`src/mf3_pkg.sv`:
```
// ----------------------------------------------------------------------------
// mf3_pkg: shared types and constants of the 3x3 mean filter
// Sizes, beat structs, column and issue types, reciprocal table for the mean.
// ----------------------------------------------------------------------------
`default_nettype none

package mf3_pkg;

	localparam int MAX_WIDTH  = 1024;
	localparam int MAX_HEIGHT = 1024;

	localparam int PIX_W     = 8;
	localparam int SIZE_W    = 11;
	localparam int ROW_W     = 10;
	localparam int COL_W     = 10;
	localparam int ADDR_W    = $clog2(MAX_WIDTH);
	// arrival row runs up to height + 1 while the tail is flushed
	localparam int AROW_W    = $clog2(MAX_HEIGHT + 2);
	localparam int SUM_W     = $clog2(9 * 255 + 1);
	localparam int CNT_W     = 4;
	localparam int FRAC_W    = 16;
	localparam int RECIP_W   = FRAC_W + 1;
	localparam int CFG_IDX_W = 1;

	// register indexes
	localparam logic [CFG_IDX_W-1:0] CFG_IMAGE_WIDTH  = 1'b0;
	localparam logic [CFG_IDX_W-1:0] CFG_IMAGE_HEIGHT = 1'b1;

	// command codes
	localparam logic CMD_PIXEL = 1'b0;
	localparam logic CMD_FLUSH = 1'b1;

	// ceil(2^16 / d), exact for every sum the window can produce
	localparam logic [RECIP_W-1:0] RECIP_1 = RECIP_W'((2**FRAC_W + 0) / 1);
	localparam logic [RECIP_W-1:0] RECIP_2 = RECIP_W'((2**FRAC_W + 1) / 2);
	localparam logic [RECIP_W-1:0] RECIP_3 = RECIP_W'((2**FRAC_W + 2) / 3);
	localparam logic [RECIP_W-1:0] RECIP_4 = RECIP_W'((2**FRAC_W + 3) / 4);
	localparam logic [RECIP_W-1:0] RECIP_6 = RECIP_W'((2**FRAC_W + 5) / 6);
	localparam logic [RECIP_W-1:0] RECIP_9 = RECIP_W'((2**FRAC_W + 8) / 9);

	typedef struct packed {
		logic             command;
		logic [PIX_W-1:0] pixel;
	} stream_t;

	typedef struct packed {
		logic [PIX_W-1:0] mean_value;
		logic [ROW_W-1:0] row;
		logic [COL_W-1:0] column;
		logic             last;
	} result_t;

	// one column of the window, top to bottom
	typedef struct packed {
		logic [PIX_W-1:0] top;
		logic [PIX_W-1:0] mid;
		logic [PIX_W-1:0] bot;
	} col_t;

	// which neighbors of the output pixel lie inside the frame
	typedef struct packed {
		logic up;
		logic down;
		logic left;
		logic right;
	} nbr_mask_t;

	// one arrival handed from the position control to the datapath
	typedef struct packed {
		logic              go;
		logic              emit;
		logic [ADDR_W-1:0] addr;
		logic [PIX_W-1:0]  pixel;
		logic [ROW_W-1:0]  out_row;
		logic [COL_W-1:0]  out_col;
		logic              last;
		nbr_mask_t         mask;
	} issue_t;

	function automatic logic [SIZE_W-1:0] clamp_size(input logic [SIZE_W-1:0] raw,
		input logic [SIZE_W-1:0] limit);
		logic [SIZE_W-1:0] r;
		if (raw == '0) begin
			r = SIZE_W'(1);
		end else if (raw > limit) begin
			r = limit;
		end else begin
			r = raw;
		end
		return r;
	endfunction

	function automatic logic [CNT_W-1:0] nbr_count(input nbr_mask_t m);
		logic [CNT_W-1:0] nc;
		logic [CNT_W-1:0] nr;
		nc = CNT_W'(1) + CNT_W'(m.left) + CNT_W'(m.right);
		nr = CNT_W'(1) + CNT_W'(m.up) + CNT_W'(m.down);
		return CNT_W'(nc * nr);
	endfunction

	function automatic logic [RECIP_W-1:0] recip(input logic [CNT_W-1:0] cnt);
		logic [RECIP_W-1:0] m;
		unique case (cnt)
			CNT_W'(1): m = RECIP_1;
			CNT_W'(2): m = RECIP_2;
			CNT_W'(3): m = RECIP_3;
			CNT_W'(4): m = RECIP_4;
			CNT_W'(6): m = RECIP_6;
			CNT_W'(9): m = RECIP_9;
			default:   m = '0;
		endcase
		return m;
	endfunction

endpackage

`default_nettype wire

```
`src/mf3_cell.sv`:
```
// ----------------------------------------------------------------------------
// mf3_cell: one column cell of the sliding window
// Holds a three-pixel column and passes it on to the next cell on each shift.
// ----------------------------------------------------------------------------
`default_nettype none

module mf3_cell (
	input  wire logic          clk,
	input  wire logic          en,
	input  wire mf3_pkg::col_t col_in,
	output mf3_pkg::col_t      col_out
);

	mf3_pkg::col_t col_q;

	always_ff @(posedge clk) begin
		if (en) begin
			col_q <= col_in;
		end
	end

	assign col_out = col_q;

endmodule

`default_nettype wire

```
`config.mk`:
```
export PLATFORM = sky130hd
export DESIGN_NAME = mf3_cell
export DESIGN_NICKNAME = d
export VERILOG_FILES = /design/src/mf3_pkg.sv /design/src/mf3_cell.sv
export SDC_FILE = /design/constraint.sdc
export NUM_CORES = 1
export LEC_CHECK = 0
export BUFFER_PORTS_ARGS = -buffer_cell sky130_fd_sc_hd__clkbuf_2
export CORE_MARGIN = 3
export CORE_UTILIZATION = 41
export DETAILED_ROUTE_END_ITERATION = 16
export GPL_TIMING_DRIVEN = 0
export PLACE_DENSITY = 0.82
export SLEW_MARGIN = 20
export SYNTH_ARGS = -nofsm -noshare
export SYNTH_HDL_FRONTEND = slang
export SYNTH_SLANG_ARGS = --single-unit
```
`constraint.sdc`:
```
create_clock -name clk -period 0.8 [get_ports clk]
set_input_delay 0.2 -clock clk [delete_from_list [all_inputs] [get_ports clk]]
set_output_delay 0.2 -clock clk [all_outputs]
set_load 0.03 [all_outputs]
```
==> results of run 1 <==
-- what timing repair did --
action                                  in CTS  in global routing
pin swaps                                    0                  0
endpoints found under the setup margin      24                 24
resized for setup                           39                 18
-- cells in the final DEF (no fill, tap or decap) --
cell type	count
clkbuf_4	3
clkbuf_8	15
edfxtp_1	24
buf_6	9
clkbuf_2	25
clkinv_1	1
-- per-stage QoR --
stage	instances	total power, µW	setup TNS (ps)
floorplan	24	1750	0
global placement	89	1910	-5230
detailed placement	89	1920	-5490
CTS	93	2530	-6660
global route	93	2650	-7610
finish	93	2560	-6530
-- cell type report --
cell class,count,area [µm²]
clock buffer,3,22.5
tap,16,20.0
clock inverter,1,3.75
sequential,24,721
timing repair buffer,49,433
fill,102,377
-- power by group through the flow --
stage | Combinational (µW) | Sequential [µW] | Clock [µW]
CTS | 475 | 1530 | 523
finish | 504 | 1540 | 513
floorplan | 0 | 1750 | 0
global route | 523 | 1550 | 579
detailed placement | 371 | 1550 | 0
global placement | 366 | 1540 | 0
-- cell families (layout without fill, tap and decap cells) --
group                  count (synthesis)  count (layout)  synth area share, %
buffers and inverters                  0              53                    0
flip-flops                            24              24                  100
-- path summary, 6_finish.rpt --
path                         end  slack (ps)
worst min-delay path  col_out[2]          60
worst max-delay path  col_out[5]        -340
-- per-layer routing --
metal  share of wire [%]  track usage (%)
met5                   0                0
met4                   0             6.45
met3                 6.4             3.38
met2                  62             26.6
met1                  31             10.4
==> results_dict.tcl, run 1 <==
set metrics [dict create \
    dieArea_mm2 0.00230 \
    multi_input_gates 0 \
    peakVddDrop_uv 1270 \
    critPathArrivalTime_ps 940 \
    num_rows 14 \
    cp.depth 1 \
    clkSinkCount 24 \
    yosys-top-cells-area "edfxtp_1 100%" \
    crit_family "flip-flops" \
    grt_max_degree 25 \
    synthFlopType "edfxtp_1" \
    pre_cts_ws_ps -230 \
    crit_fanout 1 \
    rsz0062_at_grt "true" \
    avgSynthCellArea_um2 30.0 \
    track_usage_pct 12.9 \
    cts_max_path_buffers 2 \
    finalHoldViolations 0 \
    routed_wl_um 1620 \
    via_per_inst 4.94 \
    ys_types 1 \
    cpMaxStageDelayCell "edfxtp_1" \
    crit_path_start_kind "register" \
    wl_per_cell_um 17.4 \
    antenna_found_initial 0 \
    fin_crit_ps 1140 \
    startpoint "col_out[5]" \
    setup_ws_ps -345 \
    grt_pass1_wl_um 1900 \
    syn_to_final_growth_pct 66.5 \
    vias 459 \
    cts_buffers 3 \
    internal_power_uw 1910 \
    die_y_um 47.9 \
    holdPathStages 1 \
    yosysMostFrequentCell "edfxtp_1" \
    p_comb_share_pct 19.7 \
    core_mm2 0.00158 \
    syn_area_um2 721 \
    htree_levels 1 \
    stdcell_area_mm2 0.00120 \
    multi_input_area_um2 0 \
    io_pins 50 \
    p_switching_uw 648 \
    holdWs_ps 61.7 \
    ys_seq_area_share_pct 100 \
    gp_congestion 0.651 \
    yosys.area.top_type "edfxtp_1" \
    drive_gt1_share_pct 67.5 \
    required_ps 600 \
    switching_share_pct 25.3 \
    period_share_pct 143 \
    final_core_util_pct 76.1 \
    drtIter0Drc 11 \
    diodes 0 \
    clkTransAtPathRegs_ps 120 \
    die_w_um 47.9 \
    fin_nets 104 \
    crit_chain "clkbuf_8" \
    largest_reg_flops 24 \
    p_leak_uw 0.000516 \
    post_dp_cell_area_um2 986 \
    hp-class "input port to register" \
    power_frac_seq_pct 60.2 \
    synthCells 24 \
    portBuffers 49 \
    grt-ovfl-total 0 \
    slowest_delay_ps 450 \
    drcViolationCount 0 \
    hold_start "col_in[2]" \
    syn_nets 50 \
    start_util_pct 45.7 \
    violations "negative setup slack" \
    netlist_top_cells_count "24 x edfxtp_1" \
    worst_pin_slew_ps 581 \
    root_buffer "clkbuf_4" \
    crit_buf_inv 1 \
    post_cts_buffers 0 \
    p_clk_share_pct 20.0 \
    synth_top_area_share_pct 100 \
    clock.fmax_mhz 874 \
    cts_tree "built" \
    powerDensity_mw_per_mm2 2130 \
    slew_viol_final 0 \
    worstSetupPathType "register to output pin" \
    endpoint_kind "output pin" \
    hold_buffers 0 \
    synth_seq_cells 24 \
    slew_headroom_pct 61.3 \
    yosys_warnings 0 \
    synth_edf_count 24 \
    grt_pass1_vias 460 \
    outcome "complete, but fails checks" \
    setup_viol 24 \
    drtAntennaViolNets 0 \
    maxCapViolCount 0 \
    first_pass_iters 4 \
    async_flop_share_pct 0 \
]
(Power assumes the default switching activity.)
==> inputs of run 2 (changes only) <==
- BUFFER_PORTS_ARGS: -buffer_cell sky130_fd_sc_hd__clkbuf_2 -> unset
- CORE_UTILIZATION: 41 -> 50
- DONT_BUFFER_PORTS: unset -> 1
- PLACE_DENSITY: 0.82 -> 0.67
==> run 2 against run 1 <==
Compared with the run above:
- the run ends with negative hold slack, negative setup slack left
- core utilization shrank 0.69 points
- count of clock-buffer cells in the layout is the same
- sequential share of layout area grew 12 points
- worst setup slack gained 87 ps
- worst hold slack lost 63 ps
- total power shrank 8.5%
- sequential cell count is the same
- clock power shrank 1%
- final cell count shrank 28%
- routed wire length shrank 14%
- via count shrank 24%
- maximum frequency grew 8.2%
- largest cell class unchanged
==> results_dict.tcl, run 2 (synthesized netlist as in run 1, its figures left out) <==
set metrics [dict create \
    outcome "complete, but fails checks" \
    violations "negative hold slack, negative setup slack" \
    endpoint_kind "output pin" \
    vias 348 \
    num-fill-cells 79 \
    cts_max_path_buffers 2 \
    start_util_pct 54.0 \
    antenna_found_initial 0 \
    place_inst 39 \
    maxCapViolCount 0 \
    largest_reg_flops 24 \
    rsz0062_at_grt "true" \
    dieArea_mm2 0.00193 \
    worst_pin_slew_ps 316 \
    fin_setup_tns_ps -5930 \
    grt_max_degree 25 \
    period_share_pct 132 \
    holdPathStages 0 \
    required_ps 600 \
    finalNonFillerCells 67 \
    multi_input_gates 0 \
    multi_input_area_um2 0 \
    num_rows 13 \
    drtIter0Drc 12 \
    setup_viol 24 \
    slew_headroom_pct 78.9 \
    fin_crit_ps 1060 \
    holdWs_ps -1.10 \
    crit_fanout 1 \
    via_per_inst 5.19 \
    drive_gt1_share_pct 5.77 \
    post_cts_resized 0 \
    die_w_um 44.0 \
    post_cts_buffers 0 \
    die_y_um 44.0 \
    fin_nets 79 \
    track_usage_pct 15.9 \
    final_cell_mix "24 x edfxtp_1, 24 x dlygate4sd3_1, 3 x clkbuf_4, 1 x clkinv_1" \
    hold_end "col_out[18]" \
    p_leak_uw 0.000350 \
    crit_path_start_kind "register" \
    root_buffer "clkbuf_4" \
    io_pins 50 \
    hp-class "input port to register" \
    first_pass_iters 2 \
    critPathArrivalTime_ps 860 \
    gp_congestion 0.609 \
    grt_pass1_vias 383 \
    setup_ws_ps -258 \
    drtAntennaViolNets 0 \
    core_mm2 0.00133 \
    finalHoldViolations 11 \
    peakVddDrop_uv 1660 \
    portBuffers 0 \
    routed_wl_um 1390 \
    hold_buffers 24 \
    htree_levels 1 \
    grt_pass1_wl_um 2020 \
    wl_per_cell_um 20.7 \
    drcViolationCount 0 \
    clkTransAtPathRegs_ps 120 \
    syn_to_final_growth_pct 39.6 \
    final_core_util_pct 75.4 \
    grt-ovfl-total 0 \
    hold_start "en" \
    slew_viol_final 0 \
    powerDensity_mw_per_mm2 2330 \
    clock.fmax_mhz 945 \
    diodes 0 \
    worstSetupPathType "register to output pin" \
    clkSinkCount 24 \
    cts_tree "built" \
    cts_buffers 3 \
]
run 2: worst max-delay path by stage:
stage,startpoint,endpoint,cells after the start
CTS,col_out[20],col_out[20],0
finish,col_out[1],col_out[1],0
floorplan,col_out[0],col_out[0],0
global placement,col_out[18],col_out[18],0
global route,col_out[2],col_out[2],0
detailed placement,col_out[20],col_out[20],0
run 2: routing by layer:
layer  vias up  part of all wire (%)  wire length, µm  global-route usage, %
li1        152                     -                -                      -
met1       164                    36              492                   17.7
met2        32                    52              719                   24.7
met3         0                    12              173                   7.88
met4         0                     0                0                   9.04
met5         -                     0                0                      0
run 2: power by group:
group | leakage, µW | internal, µW | switching [µW] | total (µW)
registers | 0.000235 | 1500 | 236 | 1740
clock network | 0.0000154 | 182 | 324 | 506
logic | 0.000100 | 77.8 | 18.7 | 96.5
total | 0.000350 | 1760 | 578 | 2340
run 2: layout make-up:
class                 count  area [µm²]  area share, %
clock buffer              3        22.5           2.24
sequential               24         721           71.6
clock inverter            1        3.75          0.373
tap                      15        18.8           1.87
timing repair buffer     24         240           23.9
run 2: through the flow:
| step | power, µW | setup WS (ps) | hold WS [ps] | cell area (µm²) |
|---|---|---|---|---|
| after floorplan | 1750 | 104 | 299 | 721 |
| after global placement | 1770 | 91.0 | 299 | 739 |
| after detailed placement | 1770 | 83.8 | 299 | 739 |
| after CTS | 2350 | -269 | -9.81 | 1010 |
| after global routing | 2420 | -293 | -25.1 | 1010 |
| final | 2340 | -258 | -1.10 | 1010 |
