==> config.mk <==
export PLATFORM = sky130hd
export DESIGN_NAME = mf3_ctrl
export DESIGN_NICKNAME = d
export VERILOG_FILES = /design/src/mf3_pkg.sv /design/src/mf3_ctrl.sv
export SDC_FILE = /design/constraint.sdc
export NUM_CORES = 1
export LEC_CHECK = 0
export ABC_CLOCK_PERIOD_IN_PS = 4000
export BUFFER_PORTS_ARGS = -buffer_cell sky130_fd_sc_hd__clkbuf_2
export CORE_UTILIZATION = 40
export CTS_BUF_LIST = sky130_fd_sc_hd__clkbuf_4
export DETAILED_ROUTE_END_ITERATION = 10
export PLACE_DENSITY = 0.68
export SYNTH_ARGS = -nofsm -noshare
export SYNTH_HDL_FRONTEND = slang
export SYNTH_SLANG_ARGS = --single-unit
==> constraint.sdc <==
create_clock -name clk -period 4 [get_ports clk]
set_clock_uncertainty 0.15 [all_clocks]
set_input_delay 1 -clock clk [delete_from_list [all_inputs] [get_ports clk]]
set_output_delay 1 -clock clk [all_outputs]
set_load 0.02 [all_outputs]
==> src/mf3_pkg.sv <==
// ----------------------------------------------------------------------------
// mf3_pkg: shared types and constants of the 3x3 mean filter
// Sizes, beat structs, column and issue types, reciprocal table for the mean.
// ----------------------------------------------------------------------------
`default_nettype none

package mf3_pkg;

	localparam int MAX_WIDTH  = 1024;
	localparam int MAX_HEIGHT = 1024;

	localparam int PIX_W     = 8;
	localparam int SIZE_W    = 11;
	localparam int ROW_W     = 10;
	localparam int COL_W     = 10;
	localparam int ADDR_W    = $clog2(MAX_WIDTH);
	// arrival row runs up to height + 1 while the tail is flushed
	localparam int AROW_W    = $clog2(MAX_HEIGHT + 2);
	localparam int SUM_W     = $clog2(9 * 255 + 1);
	localparam int CNT_W     = 4;
	localparam int FRAC_W    = 16;
	localparam int RECIP_W   = FRAC_W + 1;
	localparam int CFG_IDX_W = 1;

	// register indexes
	localparam logic [CFG_IDX_W-1:0] CFG_IMAGE_WIDTH  = 1'b0;
	localparam logic [CFG_IDX_W-1:0] CFG_IMAGE_HEIGHT = 1'b1;

	// command codes
	localparam logic CMD_PIXEL = 1'b0;
	localparam logic CMD_FLUSH = 1'b1;

	// ceil(2^16 / d), exact for every sum the window can produce
	localparam logic [RECIP_W-1:0] RECIP_1 = RECIP_W'((2**FRAC_W + 0) / 1);
	localparam logic [RECIP_W-1:0] RECIP_2 = RECIP_W'((2**FRAC_W + 1) / 2);
	localparam logic [RECIP_W-1:0] RECIP_3 = RECIP_W'((2**FRAC_W + 2) / 3);
	localparam logic [RECIP_W-1:0] RECIP_4 = RECIP_W'((2**FRAC_W + 3) / 4);
	localparam logic [RECIP_W-1:0] RECIP_6 = RECIP_W'((2**FRAC_W + 5) / 6);
	localparam logic [RECIP_W-1:0] RECIP_9 = RECIP_W'((2**FRAC_W + 8) / 9);

	typedef struct packed {
		logic             command;
		logic [PIX_W-1:0] pixel;
	} stream_t;

	typedef struct packed {
		logic [PIX_W-1:0] mean_value;
		logic [ROW_W-1:0] row;
		logic [COL_W-1:0] column;
		logic             last;
	} result_t;

	// one column of the window, top to bottom
	typedef struct packed {
		logic [PIX_W-1:0] top;
		logic [PIX_W-1:0] mid;
		logic [PIX_W-1:0] bot;
	} col_t;

	// which neighbors of the output pixel lie inside the frame
	typedef struct packed {
		logic up;
		logic down;
		logic left;
		logic right;
	} nbr_mask_t;

	// one arrival handed from the position control to the datapath
	typedef struct packed {
		logic              go;
		logic              emit;
		logic [ADDR_W-1:0] addr;
		logic [PIX_W-1:0]  pixel;
		logic [ROW_W-1:0]  out_row;
		logic [COL_W-1:0]  out_col;
		logic              last;
		nbr_mask_t         mask;
	} issue_t;

	function automatic logic [SIZE_W-1:0] clamp_size(input logic [SIZE_W-1:0] raw,
		input logic [SIZE_W-1:0] limit);
		logic [SIZE_W-1:0] r;
		if (raw == '0) begin
			r = SIZE_W'(1);
		end else if (raw > limit) begin
			r = limit;
		end else begin
			r = raw;
		end
		return r;
	endfunction

	function automatic logic [CNT_W-1:0] nbr_count(input nbr_mask_t m);
		logic [CNT_W-1:0] nc;
		logic [CNT_W-1:0] nr;
		nc = CNT_W'(1) + CNT_W'(m.left) + CNT_W'(m.right);
		nr = CNT_W'(1) + CNT_W'(m.up) + CNT_W'(m.down);
		return CNT_W'(nc * nr);
	endfunction

	function automatic logic [RECIP_W-1:0] recip(input logic [CNT_W-1:0] cnt);
		logic [RECIP_W-1:0] m;
		unique case (cnt)
			CNT_W'(1): m = RECIP_1;
			CNT_W'(2): m = RECIP_2;
			CNT_W'(3): m = RECIP_3;
			CNT_W'(4): m = RECIP_4;
			CNT_W'(6): m = RECIP_6;
			CNT_W'(9): m = RECIP_9;
			default:   m = '0;
		endcase
		return m;
	endfunction

endpackage

`default_nettype wire

==> src/mf3_ctrl.sv <==
// ----------------------------------------------------------------------------
// mf3_ctrl: frame size registers and raster position control
// Tracks arrival and output positions, decides which beats shift the window
// and which produce a result, and computes the border mask of each result.
// ----------------------------------------------------------------------------
`default_nettype none

module mf3_ctrl (
	input  wire logic                             clk,
	input  wire logic                             arst_n,
	input  wire logic                             cfg_we,
	input  wire logic [mf3_pkg::CFG_IDX_W-1:0]    cfg_index,
	input  wire logic [mf3_pkg::SIZE_W-1:0]       cfg_wdata,
	input  wire logic                             stream_valid,
	input  wire logic                             stream_command,
	input  wire logic [mf3_pkg::PIX_W-1:0]        stream_pixel,
	input  wire logic                             s1_free,
	output      logic                             stream_ready,
	output      mf3_pkg::issue_t                  issue
);

	logic [mf3_pkg::SIZE_W-1:0] width_q;
	logic [mf3_pkg::SIZE_W-1:0] height_q;
	logic [mf3_pkg::AROW_W-1:0] in_row_q;
	logic [mf3_pkg::ADDR_W-1:0] in_col_q;
	logic [mf3_pkg::ROW_W-1:0]  out_row_q;
	logic [mf3_pkg::COL_W-1:0]  out_col_q;

	logic full;
	logic emit_ok;
	logic filler;
	logic take;
	logic is_flush;
	logic arrive;
	logic emit;
	logic in_col_end;
	logic out_col_end;
	logic out_row_end;
	logic out_last;

	always_comb begin
		full        = (mf3_pkg::SIZE_W'(in_row_q) >= height_q);
		// arrival position at least width + 1
		emit_ok     = (in_row_q >= mf3_pkg::AROW_W'(2))
			|| ((in_row_q == mf3_pkg::AROW_W'(1)) && (in_col_q != '0));
		// single-row frame: one silent shift before the first flush result
		filler      = full && !emit_ok;
		stream_ready = s1_free && !filler;
		take        = stream_valid && stream_ready;
		is_flush    = (stream_command == mf3_pkg::CMD_FLUSH);
		// pixels count before the frame is full, flushes only after
		arrive      = (take && (is_flush == full)) || (s1_free && filler);
		emit        = arrive && emit_ok;

		in_col_end  = (in_col_q == mf3_pkg::ADDR_W'(width_q - mf3_pkg::SIZE_W'(1)));
		out_col_end = (out_col_q == mf3_pkg::COL_W'(width_q - mf3_pkg::SIZE_W'(1)));
		out_row_end = (out_row_q == mf3_pkg::ROW_W'(height_q - mf3_pkg::SIZE_W'(1)));
		out_last    = out_col_end && out_row_end;

		issue.go         = arrive;
		issue.emit       = emit;
		issue.addr       = in_col_q;
		issue.pixel      = stream_pixel;
		issue.out_row    = out_row_q;
		issue.out_col    = out_col_q;
		issue.last       = out_last;
		issue.mask.up    = (out_row_q != '0);
		issue.mask.down  = !out_row_end;
		issue.mask.left  = (out_col_q != '0);
		issue.mask.right = !out_col_end;
	end

	always_ff @(posedge clk or negedge arst_n) begin
		if (!arst_n) begin
			width_q   <= mf3_pkg::SIZE_W'(mf3_pkg::MAX_WIDTH);
			height_q  <= mf3_pkg::SIZE_W'(mf3_pkg::MAX_HEIGHT);
			in_row_q  <= '0;
			in_col_q  <= '0;
			out_row_q <= '0;
			out_col_q <= '0;
		end else if (cfg_we) begin
			unique case (cfg_index)
				mf3_pkg::CFG_IMAGE_WIDTH: begin
					width_q <= mf3_pkg::clamp_size(cfg_wdata,
						mf3_pkg::SIZE_W'(mf3_pkg::MAX_WIDTH));
				end
				mf3_pkg::CFG_IMAGE_HEIGHT: begin
					height_q <= mf3_pkg::clamp_size(cfg_wdata,
						mf3_pkg::SIZE_W'(mf3_pkg::MAX_HEIGHT));
				end
			endcase
			in_row_q  <= '0;
			in_col_q  <= '0;
			out_row_q <= '0;
			out_col_q <= '0;
		end else if (emit && out_last) begin
			// frame done, next beat starts a new frame
			in_row_q  <= '0;
			in_col_q  <= '0;
			out_row_q <= '0;
			out_col_q <= '0;
		end else begin
			if (arrive) begin
				if (in_col_end) begin
					in_col_q <= '0;
					in_row_q <= in_row_q + mf3_pkg::AROW_W'(1);
				end else begin
					in_col_q <= in_col_q + mf3_pkg::ADDR_W'(1);
				end
			end
			if (emit) begin
				if (out_col_end) begin
					out_col_q <= '0;
					out_row_q <= out_row_q + mf3_pkg::ROW_W'(1);
				end else begin
					out_col_q <= out_col_q + mf3_pkg::COL_W'(1);
				end
			end
		end
	end

endmodule

`default_nettype wire
==> run_results.csv <==
group,metric,value,unit
status,status,"finished, violations left",
status,failed_checks,"setup timing",
finish,syn_to_final_growth,16.8,%
drt,first_pass_iters,7,
timing,layout_setup_ws,-150,ps
logic_synthesis,async_flop_share,1.00,
global_routing,use_met1,0.313,
power,power,1.79,mW
finish,final_cells,746,
floorplanning,dieArea,12000,um2
power,powerDensity,332,nW/um2
timing,rsz0062_at_grt,"yes",
logic_synthesis,syn-mean-instance-area,8.38,um2
worst_hold_path,min_path_type,"flip-flop to flip-flop",
cts,clk_path_buf_depth,2,
placed_design,post-place-cells,719,
setup_path,cp.required,2850,ps
global_routing,overflow,0,
finish,regArea,1560,um2
finish,nets,648,
cts,root_buffer,"clkbuf_4",
drt,wl_per_cell,17.1,um
cts,numCtsBuffers,9,
logic_synthesis,synthFlopType,"dfrtp_1",
finish,drive_gt1_frac,0.218,
cts,insertion_delay,440,ps
placed_design,place.gp.congestion,0.905,
finish,nFillCells,1056,
floorplanning,die_h,109,um
setup_path,crit_type,"flip-flop to output pin",
setup_path,path_max_fanout,5,
logic_synthesis,yosys-top-cells-count,"nand2_1 (64), dfrtp_1 (61), o21ai_0 (41)",
cts,hold_buffers,0,
global_routing,grt_pass1_vias,4047,
logic_synthesis,yosysTopAreaCellShare,0.331,
logic_synthesis,synth.most_common_cell,"nand2_1",
setup_path,crit_slowest_cell,"or4_4",
cts,cts_tree,"done",
setup_path,crit_buf_inv,3,
global_routing,grt_max_degree,30,
timing,worstMarginPinSlew,800,ps
finish,final_cell_area,5380,um2
logic_synthesis,synth_top_cell_by_area,"dfrtp_1",
drt,routed_wl,12.7,mm
setup_path,crit_chain,"buf_4 -> or3_4 -> or4_4 -> xnor2_1 -> a2111o_1 -> nor3_4 -> inv_2 -> nor2_4 -> buf_8",
floorplanning,num_rows,38,
logic_synthesis,netlist_area,4610,um2
global_routing,met3_usage,0.0415,
finish,multi_input_area,2860,um2
logic_synthesis,yosys_warnings,0,
setup_path,crit_cells,9,
drt,first_iter_violations,238,
drt,vias,4342,
logic_synthesis,syn-num-nets,598,
global_routing,antenna_found_initial,1,
logic_synthesis,synth_edf_count,0,
run,drv_cap,0,
global_routing,grt.busiest_layer,"met2",
timing,slew_violations,0,
setup_path,critPathTopFamily,"simple AND/OR/NAND/NOR gates",
setup_path,end_kind,"output pin",
power,ir_worst_vdd,0.163,mV
global_routing,grt_use_total,0.224,
logic_synthesis,synthCells,550,
cts,cts.sinks,62,
floorplanning,initial_core_util,0.418,
timing,setup_viol,2,
drt,drc,0,
cts,htree_levels,3,
floorplanning,design.core.area,11000,um2
logic_synthesis,ys_top_cells_by_area,"dfrtp_1 (33%), ha_1 (6.0%), nand2_1 (5.2%)",
timing,slew_headroom,0.466,
cts,clk_pin_slew,130,ps
setup_path,r2r_cells,10,
placed_design,dpl_cell_area,4980,um2
logic_synthesis,ys_ff_latch,62,
worst_hold_path,hold-path-cell-count,2,
setup_path,cp-start-kind,"flip-flop",
placed_design,dp_hpwl,9.34,mm
power,leakagePower,2.33,nW
logic_synthesis,ys_types,67,
timing,setup-tns-final,-236,ps
global_routing,grtUsageMet2,0.343,
floorplanning,die_w,109,um
timing,hold_violations,0,
timing,min_period,4150,ps
global_routing,grt_pass1_wl,20.6,mm
setup_path,cpPeakStageDelay,500,ps
setup_path,critPathArrivalTime,3000,ps
drt,ant_nets,0,
logic_synthesis,seq_area_frac_synth,0.337,
floorplanning,ioPinCount,72,
drt,via_per_inst,5.82,
timing,period_share,1.04,
timing,clock.fmax,241,MHz
finish,fin_util,0.488,
placed_design,io_buffer_count,55,
[worst reg2reg max path, delay by kind of cell (launching register included)]
kind	cells	cell delay, ps
xor+xnor	1	190
flops	1	410
buf+inv	2	340
compound gates	3	1170
simple gates	4	1410
[final cells by class]
type,count,area share
antenna,1,0.000465
clock buffer,9,0.0126
clock inverter,7,0.0228
inverter,35,0.0244
multi-input combinational,414,0.531
sequential,62,0.289
tap,140,0.0325
timing repair buffer,78,0.0872
[cell families after synthesis]
kind of cell | count (synthesis) | share of synthesized area
mux | 4 | 0.00896
fa+ha+maj | 22 | 0.0597
simple gates | 224 | 0.259
xor+xnor | 43 | 0.0877
buf+inv | 74 | 0.0706
compound gates | 121 | 0.177
flops | 62 | 0.337
[layer usage]
| layer | wire length (um) | share of wire |
|---|---|---|
| met1 | 5940 | 0.47 |
| met2 | 5790 | 0.45 |
| met3 | 844 | 0.066 |
| met4 | 170 | 0.013 |
| met5 | 0 | 0 |
[timing repair]
item	CTS	global route
setup endpoints to repair	4	10
endpoints found under the hold margin	0	0
gates cloned	0	0
gates resized for setup	16	14
setup buffers	3	7
pin swaps	4	5
[power by group]
group          internal [mW]  switching (mW)  leakage (nW)
Clock                  0.318           0.277        0.0923
Combinational          0.207           0.265          1.40
Sequential             0.660          0.0596         0.838
Total                   1.19           0.601          2.33
[per-stage QoR]
| step | hold WS (ps) | setup WS, ps |
|---|---|---|
| 6_report | 432 | -150 |
| 4_1_cts | 432 | -179 |
| 5_1_grt | 468 | -262 |
| 3_5_place_dp | 397 | 121 |
| 2_1_floorplan | 337 | 25.4 |
| 3_3_place_gp | 385 | 153 |
[layout by cell type, fill, tap and decap left out, drive strengths merged, types with 7 or more instances in the layout]
cell     Yosys  routed
dfrtp       61      61
nor4        11      11
nor3         8       8
a21oi       16      16
inv         35      35
o2111ai      7       7
ha          22      22
clkbuf      22      62
buf         17      25
nand2       64      64
and3        11      11
nand3       32      32
xor2        22      22
o21ai       43      43
xnor2       19      19
nor2        35      35
nand4       15      15
nand2b      14      14
[flip-flops by register name (all words and copies together) (netlist names)]
| signal | count |
|---|---|
| in_col_q | 10 |
| in_row_q | 11 |
| out_col_q | 10 |
| out_row_q | 10 |
| height_q | 11 |
| width_q | 10 |
[path summary, 6_finish.rpt]
kind | from | to | slack (ps)
max | width_q[0] | issue[4] | -150
min | height_q[9] | height_q[9] | 430
max reg2reg | width_q[0] | in_col_q[3] | 200
min reg2reg | height_q[9] | height_q[9] | 430
max in group asynchronous | arst_n | width_q[4] | 2440
min in group asynchronous | arst_n | in_row_q[0] | 470
No activity file was read; power rests on OpenSTA's default activity.
